### config.mk
export PLATFORM = sky130hd
export DESIGN_NAME = clock_source_divider_select
export DESIGN_NICKNAME = d
export VERILOG_FILES = /design/src/rtl/core/csds_pkg.sv /design/src/rtl/core/clock_source_divider_select.sv
export SDC_FILE = /design/constraint.sdc
export NUM_CORES = 2
export LEC_CHECK = 0
export ABC_AREA = 1
export BUFFER_PORTS_ARGS = -buffer_cell sky130_fd_sc_hd__clkbuf_2
export CORE_UTILIZATION = 50
export CTS_CLUSTER_DIAMETER = 30
export DETAILED_ROUTE_END_ITERATION = 12
export GPL_ROUTABILITY_DRIVEN = 1
export PLACE_DENSITY = 0.67
export SKIP_LAST_GASP = 1
export SLEW_MARGIN = 30
export SYNTH_ARGS = -nofsm -noshare
export SYNTH_HDL_FRONTEND = slang
export SYNTH_SLANG_ARGS = --single-unit
### constraint.sdc
create_clock -name i_clk -period 10.49 [get_ports i_clk]
set_input_delay 0 -clock i_clk [delete_from_list [all_inputs] [get_ports i_clk]]
set_output_delay 0 -clock i_clk [all_outputs]
set_load 0.005 [all_outputs]
### src/rtl/core/csds_pkg.sv
// Package for the clock source and divider selection block.
// Holds widths, constants, the reciprocal table and the microcode program.
// No dependencies.
package csds_pkg;

    // Table shape and fixed field widths
    localparam int NUM_SOURCES = 8;
    localparam int MAX_DIVIDER = 8;
    localparam int SRC_W       = 3;
    localparam int DIV_W       = 4;
    localparam int ENT_W       = 10;
    localparam int GRP_W       = 40;
    localparam int RATE_W      = 32;
    localparam int MHZ_W       = 13;   // rate / 1e6 of a 32-bit rate
    localparam int SCL_W       = 16;   // MHz times divisor, and ten times MHz
    localparam int NUM_W       = 19;   // ten times the excess of the scaled rate
    localparam int HZ_W        = 30;   // source rate in Hz
    localparam int ACC_W       = 35;   // rate times divider candidate
    localparam int CNT_W       = 5;
    localparam int OUT_W       = 64;
    localparam int CFG_W       = 64;
    localparam int ADDR_W      = 5;

    // Truncating divide by one million: (rate * MHZ_RECIP) >> MHZ_SHIFT
    localparam int             MHZ_SHIFT = 50;
    localparam int             MHZ_RC_W  = 31;
    localparam logic [MHZ_RC_W-1:0] MHZ_RECIP = 31'd1125899907;
    localparam logic [19:0]    HZ_PER_MHZ = 20'd1000000;

    // Truncating divide by a small divisor: (x * recip(d)) >> DQ_SHIFT, x < 2**NUM_W
    localparam int DQ_SHIFT = 22;
    localparam int RC_W     = 23;

    // Register map (index = paddr[4:3])
    localparam logic [1:0] REG_GROUP_A = 2'd0;
    localparam logic [1:0] REG_GROUP_B = 2'd1;
    localparam logic [1:0] REG_DEFAULT = 2'd2;

    localparam logic [GRP_W-1:0] GROUP_A_RST = 40'd263389044121;
    localparam logic [GRP_W-1:0] GROUP_B_RST = 40'd514850816;
    localparam logic [SRC_W-1:0] DEFAULT_RST = 3'd3;

    // Datapath operation of one microcode step
    typedef enum logic [3:0] {
        OP_NOP,
        OP_WAIT,
        OP_MHZ_MUL,
        OP_INIT,
        OP_CAND_ERR,
        OP_CAND_CMP,
        OP_SRC_HZ,
        OP_CEIL,
        OP_QUO,
        OP_EMIT
    } t_op;

    // Sequencer condition of one microcode step
    typedef enum logic [2:0] {
        C_NEXT,
        C_GOTO,
        C_WAIT_IN,
        C_LOOP,
        C_WAIT_OUT
    } t_cond;

    localparam int PC_W = 4;

    typedef struct packed {
        t_op             op;
        t_cond           cond;
        logic [PC_W-1:0] target;
    } t_uop;

    // Program addresses
    localparam logic [PC_W-1:0] PC_WAIT     = 4'd0;
    localparam logic [PC_W-1:0] PC_MHZ_MUL  = 4'd1;
    localparam logic [PC_W-1:0] PC_INIT     = 4'd2;
    localparam logic [PC_W-1:0] PC_CAND_ERR = 4'd3;
    localparam logic [PC_W-1:0] PC_CAND_CMP = 4'd4;
    localparam logic [PC_W-1:0] PC_SRC_HZ   = 4'd5;
    localparam logic [PC_W-1:0] PC_CEIL     = 4'd6;
    localparam logic [PC_W-1:0] PC_QUO      = 4'd7;
    localparam logic [PC_W-1:0] PC_EMIT     = 4'd8;

    // Control store
    function automatic t_uop ucode(input logic [PC_W-1:0] pc);
        t_uop u;
        case (pc)
            PC_WAIT:     u = '{op: OP_WAIT,     cond: C_WAIT_IN,  target: PC_WAIT};
            PC_MHZ_MUL:  u = '{op: OP_MHZ_MUL,  cond: C_NEXT,     target: PC_WAIT};
            PC_INIT:     u = '{op: OP_INIT,     cond: C_NEXT,     target: PC_WAIT};
            PC_CAND_ERR: u = '{op: OP_CAND_ERR, cond: C_NEXT,     target: PC_WAIT};
            PC_CAND_CMP: u = '{op: OP_CAND_CMP, cond: C_LOOP,     target: PC_CAND_ERR};
            PC_SRC_HZ:   u = '{op: OP_SRC_HZ,   cond: C_NEXT,     target: PC_WAIT};
            PC_CEIL:     u = '{op: OP_CEIL,     cond: C_LOOP,     target: PC_CEIL};
            PC_QUO:      u = '{op: OP_QUO,      cond: C_LOOP,     target: PC_QUO};
            PC_EMIT:     u = '{op: OP_EMIT,     cond: C_WAIT_OUT, target: PC_WAIT};
            default:     u = '{op: OP_NOP,      cond: C_GOTO,     target: PC_WAIT};
        endcase
        return u;
    endfunction

    // ceil(2**DQ_SHIFT / d) for d in 1..8
    function automatic logic [RC_W-1:0] recip(input logic [DIV_W-1:0] d);
        logic [RC_W-1:0] r;
        case (d)
            4'd1:    r = 23'd4194304;
            4'd2:    r = 23'd2097152;
            4'd3:    r = 23'd1398102;
            4'd4:    r = 23'd1048576;
            4'd5:    r = 23'd838861;
            4'd6:    r = 23'd699051;
            4'd7:    r = 23'd599187;
            4'd8:    r = 23'd524288;
            default: r = 23'd4194304;
        endcase
        return r;
    endfunction

    // Source frequency in MHz from the two packed groups
    function automatic logic [ENT_W-1:0] source_entry(
        input logic [GRP_W-1:0] grp_a,
        input logic [GRP_W-1:0] grp_b,
        input logic [SRC_W-1:0] idx
    );
        logic [GRP_W-1:0] grp;
        grp = idx[2] ? grp_b : grp_a;
        return grp[idx[1:0]*ENT_W +: ENT_W];
    endfunction

endpackage

### src/rtl/core/clock_source_divider_select.sv
// Clock source and divider selection, microcoded sequencer over a small datapath.
// Depends on csds_pkg (constants, reciprocal table, control store).
//
//  channel  | dir | handshake              | payload
//  ---------+-----+------------------------+------------------------------------------
//  s stream | in  | i_s_tvalid/o_s_tready  | i_s_tdata: target_rate_hz
//  m stream | out | o_m_tvalid/i_m_tready  | o_m_tdata: select, divider, MHz, rate, ...
//  config   | in  | psel/penable/pwrite    | paddr, pwdata, prdata (64-bit registers)
//
// One item is worked at a time, from acceptance to the result register, through the
// candidate loop (two steps per source/divisor pair, up to 64 pairs), the ceiling
// search (up to 8 steps) and the bit-serial quotient (30 steps); the next item is
// accepted only after the result is loaded.
// Reset is synchronous, active low; control and config registers get reset values.
// A held result stalls the sequencer only in its final step.
module clock_source_divider_select
    import csds_pkg::*;
(
    input  logic              i_clk,
    input  logic              i_rst_n,
    // Input stream
    input  logic              i_s_tvalid,
    output logic              o_s_tready,
    input  logic [31:0]       i_s_tdata,   // [31:0] target_rate_hz
    // Output stream
    output logic              o_m_tvalid,
    input  logic              i_m_tready,
    // [2:0] source_select, [6:3] divider, [16:7] source_mhz,
    // [46:17] achieved_rate_hz, [47] second_pll_used, [60:48] control_field, [63:61] 0
    output logic [OUT_W-1:0]  o_m_tdata,
    // Configuration
    input  logic              psel,
    input  logic              penable,
    input  logic              pwrite,
    input  logic [ADDR_W-1:0] paddr,
    input  logic [CFG_W-1:0]  pwdata,
    output logic [CFG_W-1:0]  prdata,
    output logic              pready
);

    // Sequencer and configuration state
    logic [PC_W-1:0]  r_pc, n_pc;
    logic [GRP_W-1:0] r_grp_a, r_grp_b;
    logic [SRC_W-1:0] r_default;
    logic             r_out_valid;
    logic [OUT_W-1:0] r_out_data;

    // Datapath registers
    logic [RATE_W-1:0]          r_rate;
    logic [RATE_W+MHZ_RC_W-1:0] r_prod;
    logic [MHZ_W-1:0]           r_mhz;
    logic [SCL_W-1:0]           r_best_err;
    logic [SRC_W-1:0]           r_best;
    logic [SCL_W-1:0]           r_scaled;
    logic [DIV_W-1:0]           r_dv;
    logic [SRC_W-1:0]           r_sx;
    logic                       r_ok;
    logic [NUM_W-1:0]           r_num;
    logic [ENT_W-1:0]           r_src_mhz;
    logic [HZ_W-1:0]            r_src_hz;
    logic [DIV_W-1:0]           r_k;
    logic [ACC_W-1:0]           r_acc;
    logic [HZ_W-1:0]            r_quo;
    logic [DIV_W-1:0]           r_rem;
    logic [CNT_W-1:0]           r_cnt;

    t_uop w_uop;
    logic w_in_acc, w_out_free, w_more, w_cfg_wr;

    assign w_uop      = ucode(r_pc);
    assign o_s_tready = i_rst_n && (w_uop.op == OP_WAIT);
    assign w_in_acc   = i_s_tvalid && o_s_tready;
    assign w_out_free = !r_out_valid || i_m_tready;
    assign o_m_tvalid = r_out_valid;
    assign o_m_tdata  = r_out_data;
    assign pready     = 1'b1;
    assign w_cfg_wr   = psel && penable && pwrite && pready;

    // Register read
    always_comb begin
        case (paddr[4:3])
            REG_GROUP_A: prdata = {{(CFG_W-GRP_W){1'b0}}, r_grp_a};
            REG_GROUP_B: prdata = {{(CFG_W-GRP_W){1'b0}}, r_grp_b};
            REG_DEFAULT: prdata = {{(CFG_W-SRC_W){1'b0}}, r_default};
            default:     prdata = '0;
        endcase
    end

    // Candidate error: ten times the excess of the scaled rate over the source
    logic [ENT_W-1:0] w_src;
    logic [SCL_W-1:0] w_diff;
    logic             w_ok;
    logic [NUM_W-1:0] w_num;

    assign w_src  = source_entry(r_grp_a, r_grp_b, r_sx);
    assign w_ok   = (w_src != '0) && ({{(SCL_W-ENT_W){1'b0}}, w_src} <= r_scaled);
    assign w_diff = r_scaled - {{(SCL_W-ENT_W){1'b0}}, w_src};
    assign w_num  = ({{(NUM_W-SCL_W){1'b0}}, w_diff} << 3)
                  + ({{(NUM_W-SCL_W){1'b0}}, w_diff} << 1);

    // Candidate compare: error divided by the divisor through its reciprocal
    logic [NUM_W+RC_W-1:0] w_qprod;
    logic [NUM_W-1:0]      w_q;
    logic                  w_win, w_zero, w_last;

    assign w_qprod = {{RC_W{1'b0}}, r_num} * {{NUM_W{1'b0}}, recip(r_dv)};
    assign w_q     = w_qprod[DQ_SHIFT +: NUM_W];
    assign w_win   = r_ok && (w_q < {{(NUM_W-SCL_W){1'b0}}, r_best_err});
    assign w_zero  = w_win && (w_q == '0);
    assign w_last  = (r_sx == SRC_W'(NUM_SOURCES-1)) && (r_dv == DIV_W'(MAX_DIVIDER));

    // Initial MHz value and selected source
    logic [MHZ_W-1:0] w_mhz;
    logic [ENT_W-1:0] w_sel_mhz;
    logic [HZ_W-1:0]  w_sel_hz;

    assign w_mhz     = r_prod[MHZ_SHIFT +: MHZ_W];
    assign w_sel_mhz = source_entry(r_grp_a, r_grp_b, r_best);
    assign w_sel_hz  = HZ_W'(w_sel_mhz) * HZ_W'(HZ_PER_MHZ);

    // Ceiling search and quotient bit
    logic             w_acc_ge, w_ceil_more;
    logic [DIV_W:0]   w_t;
    logic             w_ge;

    assign w_acc_ge    = r_acc >= {{(ACC_W-HZ_W){1'b0}}, r_src_hz};
    assign w_ceil_more = (r_rate != '0) && !w_acc_ge && (r_k != DIV_W'(MAX_DIVIDER));
    assign w_t         = {r_rem, r_quo[HZ_W-1]};
    assign w_ge        = w_t >= {1'b0, r_k};

    // Loop condition of the current step
    always_comb begin
        case (w_uop.op)
            OP_CAND_CMP: w_more = !w_zero && !w_last;
            OP_CEIL:     w_more = w_ceil_more;
            OP_QUO:      w_more = (r_cnt != CNT_W'(HZ_W-1));
            default:     w_more = 1'b0;
        endcase
    end

    // Next step address
    always_comb begin
        case (w_uop.cond)
            C_NEXT:     n_pc = r_pc + 1'b1;
            C_GOTO:     n_pc = w_uop.target;
            C_WAIT_IN:  n_pc = w_in_acc ? r_pc + 1'b1 : r_pc;
            C_LOOP:     n_pc = w_more ? w_uop.target : r_pc + 1'b1;
            C_WAIT_OUT: n_pc = w_out_free ? w_uop.target : r_pc;
            default:    n_pc = PC_WAIT;
        endcase
    end

    // Control state: step counter, result flag, registers
    always_ff @(posedge i_clk) begin
        if (!i_rst_n) begin
            r_pc        <= PC_WAIT;
            r_out_valid <= 1'b0;
            r_grp_a     <= GROUP_A_RST;
            r_grp_b     <= GROUP_B_RST;
            r_default   <= DEFAULT_RST;
        end else begin
            r_pc <= n_pc;
            if (w_uop.op == OP_EMIT && w_out_free) begin
                r_out_valid <= 1'b1;
            end else if (i_m_tready) begin
                r_out_valid <= 1'b0;
            end
            if (w_cfg_wr) begin
                case (paddr[4:3])
                    REG_GROUP_A: r_grp_a   <= pwdata[GRP_W-1:0];
                    REG_GROUP_B: r_grp_b   <= pwdata[GRP_W-1:0];
                    REG_DEFAULT: r_default <= pwdata[SRC_W-1:0];
                    default: ;
                endcase
            end
        end
    end

    // Datapath: one operation per control word
    always_ff @(posedge i_clk) begin
        case (w_uop.op)
            OP_WAIT: begin
                if (w_in_acc) begin
                    r_rate <= i_s_tdata;
                end
            end
            OP_MHZ_MUL: begin
                r_prod <= {{MHZ_RC_W{1'b0}}, r_rate} * {{RATE_W{1'b0}}, MHZ_RECIP};
            end
            OP_INIT: begin
                r_mhz      <= w_mhz;
                r_best_err <= ({{(SCL_W-MHZ_W){1'b0}}, w_mhz} << 3)
                            + ({{(SCL_W-MHZ_W){1'b0}}, w_mhz} << 1);
                r_best     <= r_default;
                r_scaled   <= {{(SCL_W-MHZ_W){1'b0}}, w_mhz};
                r_dv       <= DIV_W'(1);
                r_sx       <= '0;
            end
            OP_CAND_ERR: begin
                r_ok  <= w_ok;
                r_num <= w_num;
            end
            OP_CAND_CMP: begin
                // Keep the first strictly better candidate
                if (w_win) begin
                    r_best_err <= w_q[SCL_W-1:0];
                    r_best     <= r_sx;
                end
                // Advance source, then divisor
                if (r_sx == SRC_W'(NUM_SOURCES-1)) begin
                    r_sx     <= '0;
                    r_dv     <= r_dv + 1'b1;
                    r_scaled <= r_scaled + {{(SCL_W-MHZ_W){1'b0}}, r_mhz};
                end else begin
                    r_sx <= r_sx + 1'b1;
                end
            end
            OP_SRC_HZ: begin
                r_src_mhz <= w_sel_mhz;
                r_src_hz  <= w_sel_hz;
                r_quo     <= w_sel_hz;
                r_k       <= DIV_W'(1);
                r_acc     <= {{(ACC_W-RATE_W){1'b0}}, r_rate};
                r_rem     <= '0;
                r_cnt     <= '0;
            end
            OP_CEIL: begin
                // Smallest divider, at most 8, whose rate multiple covers the source
                if (r_rate == '0) begin
                    r_k <= DIV_W'(MAX_DIVIDER);
                end else if (w_ceil_more) begin
                    r_k   <= r_k + 1'b1;
                    r_acc <= r_acc + {{(ACC_W-RATE_W){1'b0}}, r_rate};
                end
            end
            OP_QUO: begin
                // Restoring division, one quotient bit a step
                r_rem <= w_ge ? DIV_W'(w_t - {1'b0, r_k}) : w_t[DIV_W-1:0];
                r_quo <= {r_quo[HZ_W-2:0], w_ge};
                r_cnt <= r_cnt + 1'b1;
            end
            OP_EMIT: begin
                if (w_out_free) begin
                    r_out_data <= {3'b000,
                                   1'b1, 3'(r_k - 1'b1), r_best, 6'b000000,
                                   (r_best == SRC_W'(1)),
                                   r_quo, r_src_mhz, r_k, r_best};
                end
            end
            default: ;
        endcase
    end

    // Checks
    a_emit_to_wait: assert property (@(posedge i_clk) disable iff (!i_rst_n)
        (r_pc == PC_EMIT && w_out_free) |=> (r_pc == PC_WAIT && o_m_tvalid))
        else $error("result not loaded after final step");

    a_div_range: assert property (@(posedge i_clk) disable iff (!i_rst_n)
        o_m_tvalid |-> (o_m_tdata[6:3] != 4'd0 && o_m_tdata[6:3] <= DIV_W'(MAX_DIVIDER)))
        else $error("divider out of range");

    a_ctrl_match: assert property (@(posedge i_clk) disable iff (!i_rst_n)
        o_m_tvalid |-> (o_m_tdata[59:57] == 3'(o_m_tdata[6:3] - 1'b1)
                        && o_m_tdata[56:54] == o_m_tdata[2:0] && o_m_tdata[60]))
        else $error("control field disagrees with selection");

    a_divisor_range: assert property (@(posedge i_clk) disable iff (!i_rst_n)
        (r_pc == PC_CAND_ERR) |-> (r_dv != 4'd0 && r_dv <= DIV_W'(MAX_DIVIDER)))
        else $error("search divisor out of range");

endmodule
* Yosys cells after proc, flatten, opt, wreduce, memory -nomap -nowiden *
Memory sizes are Yosys's and may differ from the RTL's. A register that Yosys moved wholly into a read port is not among the register bits.
Index checks and enable logic that the tools add are counted.

storage, ports and cells
  memories kept = 2
  memory bits (writable) = 0
  bits in latches = 0
  input port bits = 108
  ROM bits = 528
  flip-flop bits (word level) = 424

memory list
  name             depth  bits a word  rd ports  clocked after memory_dff  write ports  line             text
  (no name shown)  16     23           1         1                         0            csds_pkg.sv:106  case (d)
  (no name shown)  16     10           1         1                         0            csds_pkg.sv:88   case (pc)

operators by class
  multipliers = 5
  bitwise operators = 0
  equality and inequality tests = 27
  shift operators = 2
  reduce and logical (&&, ||, !) cells = 37
  $add $sub $neg = 12
  div/mod/pow operators = 0
  mux-type cells = 33
  order comparisons = 4

operator list
  operator                  number
  $pmux W40 S3              1
  $mux W40                  2
  $shiftx A40 B7 Y10        2
  $mux W35                  2
  $pmux W35 S2              1
  $pmux W16 S2              2
  $mul A32 B31 Y63 const B  1
  $pmux W30 S2              1
  $mul A19 B23 Y41          1
  $mux W4                   10
  $add A35 B32 Y35          1
  $ge A35 B30 Y1            1
  $logic_not A32 Y1         1
  $mux W16                  2
  $reduce_bool A32 Y1       1
  $mul A10 B14 Y24 const B  1
  $pmux W4 S2               3
  $pmux W4 S5               1
  $add A19 B17 Y19          1
  $logic_not A19 Y1         1
  $lt A19 B16 Y1            1
  $reduce_and A2 Y1         9
  $add A16 B13 Y16          1
  $add A16 B14 Y16          1
  35 further kinds          72

* Longest topological paths before layout *
  depth after elaboration = 11
  depth in mapped cells = 52
  mapped depth without buffers = 50

* Least setup slack after synthesis *
Ideal clock, no wire load.

  kind = register to register
  start point = reg with a tool-made name
  end point = reg w_uop[8] (netlist name)
  arrival time = 7.447 ns
  period minus slack after synthesis = 7.558 ns
  cell stages (with the launch flop) = 46
  path buffers = 2
  setup slack = 2.932 ns
  path through = dfxtp_1 -> clkbuf_1 -> clkbuf_1 -> nand2_1 -> fa_1 -> inv_1 -> fa_1 -> inv_1 -> fa_1 -> inv_1 -> fa_1 -> fa_1 -> inv_1 -> fa_1 -> inv_1 -> ha_1 -> nand2_1 -> nor2_1 -> [10 not listed] -> a2111oi_0 -> nand2_1 -> nand2_1 -> nand2_1 -> nand2_1 -> nand2_1 -> nand2_2 -> nand2_2 -> nand2_1 -> nand3_1 -> nand2_1 -> nand2_1 -> nand2_1 -> nand2_1 -> inv_1 -> ha_1 -> inv_1 -> nor2_1

==> metrics.txt <==
final worst path period share 0.8525; Detailed Place HPWL 111800 um; port bufs between 150 and 200; fraction of registers with async set/reset 0; Distinct cells, synth 62; Most Used Layer, Global Route met2; clk sinks 390; final setup violation count 0; # IOs about 240; Placer Congestion between 0.9 and 1; Starting Density 0.5069; Root Buffer clkbuf_16; GRT met3 Usage 0.04876; Post-CTS Setup Bufs 0; #FFs+latches synth 390; Overflow after GRT 0; layout cells sized above 1 0.06941; # rows 117; core area ~100000 um2; Hold Violations, Final 0; clk_lat worst skew about 0.6 ns; Slew headroom 0.3227; via count around 40k; WL final 138500 um; Layout Skew between 0.02 and 0.025 ns; worst-path fanout max 16; area grow syn2layout 11.00%; Avg Vias per Cell between 5 and 6; largest net degree at the start of global routing 93; R2R setup slack about 1.5 ns; global routing usage on met2 0.4462; Least-Margin Pin Slew 1.015 ns; Syn Area/Cell slightly below 9 um2; status finished, final reports clean; Startpoint Class flop; Worst path slowest cell dfxtp_1; CP Class reg2reg; initial antenna violation count 0; Clk pin slew, worst setup/hold paths approximately 0.05 ns; CP peak stage delay 0.90 ns; CP arrival roughly 9.4 ns; worst path required time roughly 11 ns; Clock Path Buffers 3; DRC viols 0; DIE AREA between 100000 and 150000 um2; Hold WC Path Type in2reg; Post-layout nets 7618; RSZ-0062 raised after global routing no; post-route ant nets 0; sequential share of the synthesized area 0.2044; H-tree Lvls 3; TritonCTS clock tree done; number of CTS-inserted buffers 73; Max-Cap Viols 0; Slew Viols, Final 0; die height roughly 320 um; routed len/inst approximately 18 um; Util after Layout 0.5626; Iter 0 DRT Violations 2836; min Tclk post-route approximately 8.9 ns; met1 usage 0.3515; hold_sp penable; global-route wire length before repair ~220000 um; Tot GR Track Use 0.2698; ys flop type edfxtp_1; Syn. warnings 0; Placed Cells incl. Taps roughly 7.3k; CP endpoint kind flop; die width roughly 320 um; Max Clock Freq roughly 0.11 GHz; cell area after synthesis around 52000 um2; vias in the first global route between 40k and 50k; Final TNS setup 0 ns; crit-path most repeated cell nand2_1; post-synthesis cell count approximately 5.8k; Detailed Routing Iterations Pass 1 7; Post-synth EDFFs about 280; final std cells w/o fill around 7.5k; # diodes 0
## state kept, by name, indices dropped and copies added (netlist names), 4 cells and up, named ones only
register    count
r_src_mhz      10
r_best_err     16
r_quo          30
w_uop          10
r_cnt           5
r_k             4
r_acc          35
r_scaled       16
r_src_hz       21
r_rem           4
r_dv            4
r_mhz          13
r_prod         13
r_grp_a        40
r_grp_b        40
r_pc            4
r_num          18
r_rate         32
o_m_tdata      51
## per-stage QoR
step / worst slack [ns] / hold slack, ns / area [um2]
floorplan: 2.932 / 0.09887 / 51990
global placement: 1.638 / 0.1766 / 54240
detailed placement: 1.672 / 0.1786 / 54240
CTS: 1.613 / 0.006941 / 57550
global route: 0.7751 / 0.03286 / 57570
finish: 1.548 / 0.02822 / 57570
## synth_stat cells (10+ instances only)
cell / count / area, um2
inv_1: 1430 / 5368
o211ai_1: 36 / 270.3
nand2_2: 17 / 106.4
dfxtp_1: 111 / 2222
fa_1: 740 / 14810
o22ai_1: 13 / 81.33
a21oi_1: 302 / 1511
nor2_1: 319 / 1197
edfxtp_1: 279 / 8378
buf_4: 40 / 300.3
o21a_1: 10 / 75.07
nand2_1: 883 / 3314
nor3_1: 38 / 190.2
ha_1: 707 / 8846
nand3_1: 122 / 610.6
xor2_1: 75 / 656.9
nand4_1: 37 / 231.5
o21bai_1: 19 / 142.6
xnor2_1: 37 / 324.1
a21o_1: 16 / 120.1
clkbuf_1: 111 / 416.7
a211oi_1: 13 / 97.59
o21ai_0: 316 / 1582
a31oi_1: 25 / 156.4
## what timing repair did
item                      4_1_cts  5_1_grt
hold endpoints to repair      116        0
hold buffers                   76        0
resized for setup               0        0
## final timing paths
| kind | to | cells after the start |
|---|---|---|
| min reg2reg | o_m_tdata[12]$_DFFE_PP_ | 0 |
| max reg2reg | w_uop[9]$_SDFF_PP0_ | 44 |
| max | w_uop[9]$_SDFF_PP0_ | 44 |
| min | r_default[1]$_SDFFE_PN1P_ | 5 |
## per-layer routing
layer,wire [um],up-vias
met5,0,-
met4,5642,0
met3,9808,324
met2,66130,1441
met1,56950,19090
li1,-,18670
## placed cells by master (no fill, tap or decap), types with 17 or more instances in the layout
cell	synthesis	routed
nand4_1	37	37
inv_1	1430	1428
clkbuf_2	0	176
xnor2_1	37	37
a31oi_1	25	25
dlygate4sd3_1	0	76
nor2_1	319	316
nand2_2	17	17
clkbuf_16	0	76
a21oi_1	302	302
conb_1	2	35
o21bai_1	19	19
nor3_1	38	35
ha_1	707	707
nand3_1	122	122
o211ai_1	36	36
dfxtp_1	111	111
xor2_1	75	75
o21ai_0	316	315
edfxtp_1	279	279
fa_1	740	740
buf_4	40	50
nand2_1	883	882
## critical path, delay by kind of cell (launching register included)
kind	cells	cell delay (ns)
buffers and inverters	6	0.60
adders and majority gates	9	4.06
DFF	1	0.90
AOI/OAI and AO/OA	3	0.53
and+or+nand+nor	26	2.69
## final cells by class
cell class	count	area (um2)
clock buffers	84	1972
clock inverters	51	575.6
flip-flops and latches	390	10600
fillers	8989	44760
well taps	1368	1712
inverters	1440	5406
multi-input cells	3855	35280
repair buffers	303	2028
## kinds of logic (layout without fill, tap and decap cells)
group,after synthesis,in the layout,synth area share
DFF,390,390,0.2044
buffers and inverters,1601,1878,0.1188
AOI/OAI and AO/OA,798,798,0.08535
and+or+nand+nor,1460,1460,0.1153
adders and majority gates,1447,1447,0.4562
xor gates and xnor gates,115,115,0.01985
other,2,35,0.0001448
Power is not shown: default switching activity piles up to over one toggle a cycle in this logic, so the estimate is an artifact.
